File: src/hdl/pdq_pkg.sv
// ----------------------------------------------------------------------------
// pdq_pkg
// Shared types and constants of the presence display qualifier.
// ----------------------------------------------------------------------------
package pdq_pkg;

    localparam int CFG_IDX_W = 3;
    localparam int CFG_DAT_W = 16;
    localparam int OUT_W     = 112;

    typedef enum logic [CFG_IDX_W-1:0] {
        CFG_ENABLE  = 3'd0,
        CFG_ON_WIN  = 3'd1,
        CFG_ON_THR  = 3'd2,
        CFG_OFF_WIN = 3'd3,
        CFG_OFF_THR = 3'd4
    } t_cfg_idx;

    localparam logic [7:0]  CH_LF   = 8'h0A;
    localparam logic [7:0]  CH_CR   = 8'h0D;
    localparam logic [15:0] LINE_ON  = 16'h4E4F;   // "ON", first byte low
    localparam logic [23:0] LINE_OFF = 24'h46464F; // "OFF", first byte low
    localparam logic [6:0]  PCT_FULL = 7'd100;
    localparam logic [15:0] CNT_MAX  = 16'hFFFF;

    typedef struct packed {
        logic        enable;
        logic [15:0] on_win;
        logic [6:0]  on_thr;
        logic [15:0] off_win;
        logic [6:0]  off_thr;
    } t_cfg;

    typedef struct packed {
        logic accept;    // latch input item
        logic exec;      // line assembly / event push / initial report
        logic prune;     // history sweep step
        logic decide;    // display on/off decision
        logic div_init;  // load share division
        logic div_step;  // one quotient bit
        logic load_out;  // load result register
    } t_cmd;

    typedef struct packed {
        logic tick_en;    // enabled tick in flight
        logic sweep_done;
        logic div_last;
        logic out_free;
    } t_sts;

endpackage

File: src/hdl/pdq_ctrl.sv
// ----------------------------------------------------------------------------
// pdq_ctrl
// Sequencer: accept, execute, sweep, decide, divide, deliver.
// ----------------------------------------------------------------------------
module pdq_ctrl (
    input  logic          i_clk,
    input  logic          i_rst_n,
    input  logic          i_in_valid,
    output logic          o_in_ready,
    input  pdq_pkg::t_sts i_sts,
    output pdq_pkg::t_cmd o_cmd
);
    import pdq_pkg::*;

    typedef enum logic [6:0] {
        S_IDLE  = 7'b0000001,
        S_EXEC  = 7'b0000010,
        S_PRUNE = 7'b0000100,
        S_DEC   = 7'b0001000,
        S_DIVI  = 7'b0010000,
        S_DIV   = 7'b0100000,
        S_OUT   = 7'b1000000
    } t_state;

    t_state r_state, n_state;

    always_comb begin
        n_state = r_state;
        o_cmd   = '0;
        unique case (r_state)
            S_IDLE: begin
                o_cmd.accept = i_in_valid;
                if (i_in_valid) n_state = S_EXEC;
            end
            S_EXEC: begin
                o_cmd.exec = 1'b1;
                n_state = i_sts.tick_en ? S_PRUNE : S_DIVI;
            end
            S_PRUNE: begin
                o_cmd.prune = 1'b1;
                if (i_sts.sweep_done) n_state = S_DEC;
            end
            S_DEC: begin
                o_cmd.decide = 1'b1;
                n_state = S_DIVI;
            end
            S_DIVI: begin
                o_cmd.div_init = 1'b1;
                n_state = S_DIV;
            end
            S_DIV: begin
                o_cmd.div_step = 1'b1;
                if (i_sts.div_last) n_state = S_OUT;
            end
            S_OUT: begin
                o_cmd.load_out = i_sts.out_free;
                if (i_sts.out_free) n_state = S_IDLE;
            end
            default: n_state = S_IDLE;
        endcase
    end

    assign o_in_ready = (r_state == S_IDLE);

    always_ff @(posedge i_clk) begin
        if (!i_rst_n) begin
            r_state <= S_IDLE;
        end else begin
            r_state <= n_state;
        end
    end

endmodule

File: config.mk
export PLATFORM = sky130hd
export DESIGN_NAME = pdq_ctrl
export DESIGN_NICKNAME = d
export VERILOG_FILES = /design/src/hdl/pdq_pkg.sv /design/src/hdl/pdq_ctrl.sv
export SDC_FILE = /design/constraint.sdc
export NUM_CORES = 1
export LEC_CHECK = 0
export ABC_AREA = 1
export BUFFER_PORTS_ARGS = -buffer_cell sky130_fd_sc_hd__buf_4
export CELL_PAD_IN_SITES_DETAIL_PLACEMENT = 0
export CELL_PAD_IN_SITES_GLOBAL_PLACEMENT = 1
export CORE_MARGIN = 2
export CORE_UTILIZATION = 32
export CTS_CLUSTER_DIAMETER = 100
export DETAILED_ROUTE_END_ITERATION = 7
export PLACE_DENSITY = 0.79
export SKIP_LAST_GASP = 1
export SYNTH_ARGS = -nofsm -noshare
export SYNTH_HDL_FRONTEND = slang
export SYNTH_SLANG_ARGS = --single-unit
File: constraint.sdc
create_clock -name i_clk -period 1.2 [get_ports i_clk]
set_input_delay 0.06 -clock i_clk [delete_from_list [all_inputs] [get_ports i_clk]]
set_output_delay 0.06 -clock i_clk [all_outputs]
set_load 0.03 [all_outputs]
* After elaboration in Yosys (flattened, before gate mapping) *
Cells that the tools add are included.

word-level totals
  memories = 0
  bits in latches = 0
  logic and storage cells = 26
  output and inout bits = 8
  bits of input ports = 7
  RAM bits = 0
  flip-flop bits (word level) = 7
  memory bits (read-only) = 0

cells by class
  multipliers = 0
  shift-type cells = 0
  $add $sub $neg = 0
  multiplexer cells = 13
  bitwise logic cells = 0
  equal/unequal tests = 11
  magnitude comparators = 0
  divide/modulo/power cells = 0
  reduce and logical (&&, ||, !) cells = 1

operators by type and width
  cell                                                              count
  7-bit one-hot mux with 7 select lines                             1
  7-bit 2-to-1 mux                                                  4
  2-bit != test (second input constant)                             4
  7-bit by 1-bit == test with 1-bit output (second input constant)  1
  7-bit by 2-bit == test with 1-bit output (second input constant)  1
  7-bit by 3-bit == test with 1-bit output (second input constant)  1
  7-bit by 4-bit == test with 1-bit output (second input constant)  1
  7-bit by 5-bit == test with 1-bit output (second input constant)  1
  7-bit by 6-bit == test with 1-bit output (second input constant)  1
  7-bit == test (second input constant)                             1
  1-bit 2-to-1 mux                                                  7
  5-bit 2-to-1 mux                                                  1
  4-bit AND reduction                                               1

* Longest topological paths before layout *
Gate-level depths: netlist (run 1).

  depth in word-level cells = 3
  mapped depth = 9

* Least setup slack after synthesis (run 1) *
Ideal clock, no wire load.

  kind = register -> output
  start = reg r_state[6]
  end = out o_cmd[6] in the netlist's numbering
  buffers on the path = 0
  setup slack = -0.413 ns
  stages on the path, launching flop included = 6
  arrival time = 1.553 ns
  required time = 1.140 ns
  cells stage by stage = dfxtp_1 > inv_2 > nand3_2 > nor2_1 > inv_1 > nor2_1

RTL lines
  element                 RTL line        RTL
  from (decl)             pdq_ctrl.sv:25  t_state r_state, n_state;
  from (signal assigned)  pdq_ctrl.sv:69  r_state <= n_state;
  to (decl)               pdq_ctrl.sv:11  output pdq_pkg::t_cmd o_cmd

==> flow_summary.toml, run 1 <==
[run_status]
status = "complete, but fails checks"
failed_checks = "setup timing"

[yosys]
synth_area_leader_cell = "dfxtp_1"
synthArstFlopShare_pct = 0
synth_ff_type = "dfxtp_1"
synth_most_common_cell = "inv_1"
yosysUniqueCellTypes = 14
ys_ff_latch = 7
synth_common_cells = "inv_1, nand2_1, nor2_1"
syn-num-nets = 87
ys_top_cells_by_area = "dfxtp_1, inv_1, nand2_1"
yosysSeqAreaShare_pct = 28.1
syn_inst = 80
syn_avg_cell_area_um2 = 6.24
yosysWarnings = 0
synth_edf_count = 0
synth.top_cell.area_share_pct = 28.1
netlist_area_um2 = 499

[timing]
tns_ns = -0.311
slew_violations = 0
layout_setup_ws_ns = -0.0795
fmax_ghz = 0.782
clock-skew-final_ns = 0.00131
setup_viol = 8
slew_headroom_pct = 87.9
worst_slew_pin_slew_ns = 0.180
min_period_over_period_pct = 107
hold_viol_final = 0
rsz0062_at_grt = "true"
min_period_ns = 1.28

[grt]
grt_busiest_layer = "met2"
grt_max_degree = 6
antenna_found_initial = 0
overflow = 0
met3_usage_pct = 2.50
gr-usage-met1_pct = 18.0
grt_pass1_wl_mm = 2.00
grt_usage_pct = 14.4
grt_pass1_vias = 509
gr-usage-met2_pct = 23.9

[pwr]
pwr_density_cell_mw_per_mm2 = 1090
ir_drop_uv = 440
p_leak_nw = 0.410

[worst_hold_path]
hold_path_class = "in2reg"

[clock_network]
cts_hold_buf = 0
clock_sinks = 7
htree_levels = 1
cts_buffers = 3
root_buffer = "clkbuf_4"
insertion_delay_ns = 0.26
cts_tree = "built"
clk_path_buf_depth = 2
clkTransAtPathRegs_ns = 0.06

[layout]
top_register = "r_state"
drive_gt1_share_pct = 59.2
n_antenna_cell = 0
fin_nets = 111
largest_reg_flops = 7
area_delta_synth_final_pct = 63.9
biggestRegsByFlops = "r_state (7)"

[worst_setup_path]
worstPathCellList = "nor2_4 -> nand3_2 -> nor2_4 -> inv_1 -> nor2_2 -> buf_6"
worst_setup_path_end_kind = "output port"
critPathMaxFanout = 3
worstSetupPathType = "reg2out"
max_stage_delay_ns = 0.34
worst_ep_required_time_ns = 1.14
slowest_stage = "dfxtp_2"
crit_top_cell = "nor2_4"
worst-endpoint-arrival_ns = 1.22
start_kind = "register"

[drt]
routed_via_density = 4.69
ant_nets = 0
avgRoutedWirePerCell_um = 10.7
drc_errors = 0
num_vias = 558
first_pass_iters = 4
drt_iter0_drc = 18
drt-total-wl_mm = 1.28

[placed_design]
port_buffers = 14
place_congestion = 0.737
dp_slack_ns = 0.0150
hpwlAfterDp_um = 956

[floorplan]
coreArea_mm2 = 0.00149
die_height_um = 43.5
die_area_mm2 = 0.00189
start_util_pct = 33.5
die_w_um = 43.5
io_pins = 15
rows = 14

[flow_run]
maxCapViolations = 0
==> worst max-delay path: cells and delay by family (launching register included) <==
kind / cells / cell delay (ns)
AND/OR/NAND/NOR: 4 / 0.42
flip-flops: 1 / 0.34
buffers and inverters: 2 / 0.19
==> per-stage QoR <==
step	cells	util [%]	total power, W	hold slack, ns	cell area [µm²]
after CTS	118	52.1	0.000839	0.0109	776
after global placement	110	44.4	0.000592	0.285	661
after global routing	119	55.0	0.000940	0.0307	818
after detailed placement	110	44.4	0.000590	0.287	661
after floorplan	80	-	0.000510	0.144	536
final	119	55.0	0.000896	0.00866	818
==> cells in the final DEF, fill, tap and decap left out, drive strengths merged <==
cell type  count
nor3           1
nand4          1
buf           19
inv           19
a21oi          3
clkbuf         4
nor4           1
nand2         18
nand3         10
nor2          20
dfxtp          7
==> worst paths after layout <==
kind / start / endpoint / slack (ns) / cells after the start
min reg2reg: r_state[6] / r_state[6] / 0.56 / 2
min: i_rst_n / r_state[0] / 0.009 / 2
max: r_state[2] / o_cmd[6] / -0.08 / 6
max reg2reg: r_state[5] / r_state[6] / -0.02 / 9
==> repair_timing <==
| item | in CTS | in global routing |
|---|---|---|
| gates resized for setup | 21 | 10 |
| buffers inserted | 4 | 1 |
| endpoints found under the setup margin | 8 | 12 |
| pin swaps | 7 | 7 |
==> report_power, final <==
group          switching, W  total (W)  internal, W
Sequential        0.0000270   0.000281     0.000254
Clock              0.000103   0.000231     0.000128
Combinational      0.000224   0.000385     0.000161
==> area by class of cell <==
| type | count | area [µm²] |
|---|---|---|
| fillers | 144 | 671 |
| well taps | 16 | 20.0 |
| clock buffers | 4 | 26.3 |
| repair buffers | 19 | 173 |
| flip-flops and latches | 7 | 151 |
| multi-input cells | 54 | 367 |
| inverters | 19 | 81.3 |
==> routing by layer <==
layer  vias to the layer above  share of wire (%)
met5                         -                  0
met4                         0               0.47
met3                         2                5.6
met2                        21                 51
met1                       241                 43
li1                        294                  -
==> logic make-up (layout without fill, tap and decap cells) <==
kind of cell	Yosys count	in the layout	synth area share, %
AOI/OAI and AO/OA	3	3	3.01
buffers and inverters	19	42	14.3
DFF	7	7	28.1
and+or+nand+nor	51	51	54.6
No activity file was read; power rests on OpenSTA's default activity.
==> run 2, diff against run 1 <==
Settings changed: SETUP_SLACK_MARGIN from default to 0.3.
==> flow_summary.toml, run 2 (synthesis gave the netlist of run 1 again) <==
[layout]
fin_nets = 124
postLayoutCellArea_mm2 = 0.00104
biggestRegsByFlops = "r_state (7)"
final_common_cell = "buf_4"
largest_reg_flops = 7
drive_gt1_share_pct = 74.1
fill_cells = 122
area_delta_synth_final_pct = 108
final_cell_mix = "buf_4, buf_6, nor2_4"
n_antenna_cell = 0
top_register = "r_state"

[timing]
tns_ns = -0.652
worst_slew_pin_slew_ns = 0.209
hold_viol_final = 0
rsz0062_at_grt = "true"
min_period_ns = 1.31
setup_viol = 11
layout_setup_ws_ns = -0.109
min_period_over_period_pct = 109
fmax_ghz = 0.764
clock-skew-final_ns = 0.00346
slew_headroom_pct = 86.1
timing.hold.ws_ns = 0.00146
slew_violations = 0

[grt]
antenna_found_initial = 0
grt_usage_pct = 18.4
grt_max_degree = 6
grt_pass1_wl_mm = 2.59
grt_pass1_vias = 598
overflow = 0

[placed_design]
place_congestion = 0.866
hpwlAfterDp_mm = 1.03
port_buffers = 14
placed_cell_area_um2 = 731

[pwr]
power_w = 0.00103
p_leak_nw = 0.498
ir_drop_uv = 550
pwr_density_cell_mw_per_mm2 = 988

[flow_run]
maxCapViolations = 0

[clock_network]
clkTransAtPathRegs_ns = 0.06
clock_sinks = 7
cts_tree = "built"
clk_path_buf_depth = 2
insertion_delay_ns = 0.26
cts_buffers = 3
root_buffer = "clkbuf_4"
htree_levels = 1

[run_status]
status = "complete, but fails checks"
failed_checks = "setup timing"

[floorplan]
io_pins = 15
start_util_pct = 33.5
coreArea_mm2 = 0.00149
die_area_mm2 = 0.00189
die_w_um = 43.5
rows = 14
die_height_um = 43.5

[drt]
drc_errors = 0
drt-total-wl_mm = 1.58
drt_iter0_drc = 5
avgRoutedWirePerCell_um = 11.9
ant_nets = 0
num_vias = 606
routed_via_density = 4.59
first_pass_iters = 3

[worst_setup_path]
worstSetupPathType = "reg2out"
worst-endpoint-arrival_ns = 1.25
start_kind = "register"
critPathMaxFanout = 3
worst_setup_path_end_kind = "output port"
worst_ep_required_time_ns = 1.14

[worst_hold_path]
hold_path_class = "in2reg"
## run 2: cell count changes in the layout (fill, tap and decap cells not counted), moves of 4 or more
cell / delta
nor2_4: +4
buf_4: +8
buf_6: +5
nand2_1: -5
## run 2: path summary, 6_finish.rpt
check                                start         end  slack [ns]  depth (start not counted)
worst min register to register  r_state[6]  r_state[6]        0.56                          2
worst max-delay path            r_state[5]    o_cmd[3]       -0.11                          6
worst min-delay path               i_rst_n  r_state[0]       0.001                          2
worst max register to register  r_state[5]  r_state[6]       -0.03                          9
## run 2: critical path, cell delays in order (launching register included)
cell	delay, ns
dfxtp_4	0.36
inv_6	0.08
nand2_8	0.06
nor2_4	0.12
nand4_1	0.13
inv_1	0.10
buf_6	0.13
## run 2: what timing repair did
action / in CTS / in global routing
setup endpoints to repair: 15 / 15
resized for setup: 31 / 20
hold buffers: 0 / 0
buffers inserted: 8 / 6
pin swaps: 18 / 11
## run 2: routing by layer
layer | GRT usage (%) | routed length [µm] | vias up | part of all wire, %
met2 | 32.2 | 846 | 14 | 54
met3 | 2.50 | 53 | 2 | 3.4
met5 | 0 | 0 | - | 0
met1 | 22.6 | 660 | 275 | 42
met4 | 7.27 | 17 | 0 | 1.1
li1 | - | - | 315 | -
## run 2: power breakdown
part	switching (W)	total (W)	leakage [nW]	internal [W]
Clock	0.000102	0.000230	0.0150	0.000128
Sequential	0.0000414	0.000295	0.0609	0.000253
Combinational	0.000273	0.000500	0.423	0.000227
## run 2: stage by stage
| stage | setup slack, ns | instances | util [%] |
|---|---|---|---|
| 2_1_floorplan | 0.0213 | 80 | - |
| 3_3_place_gp | 0.0167 | 114 | 49.1 |
| 3_5_place_dp | 0.00549 | 114 | 49.1 |
| 4_1_cts | -0.112 | 126 | 61.6 |
| 5_1_grt | -0.173 | 132 | 69.7 |
| 6_report | -0.109 | 132 | 69.7 |
## run 2: layout make-up
| class | count | area [µm²] | area share (%) |
|---|---|---|---|
| Clock buffer | 4 | 26.3 | 2.53 |
| Inverter | 19 | 88.8 | 8.56 |
| Multi-Input combinational cell | 54 | 454 | 43.8 |
| Sequential cell | 7 | 159 | 15.3 |
| Tap cell | 16 | 20.0 | 1.93 |
| Timing Repair Buffer | 32 | 289 | 27.9 |
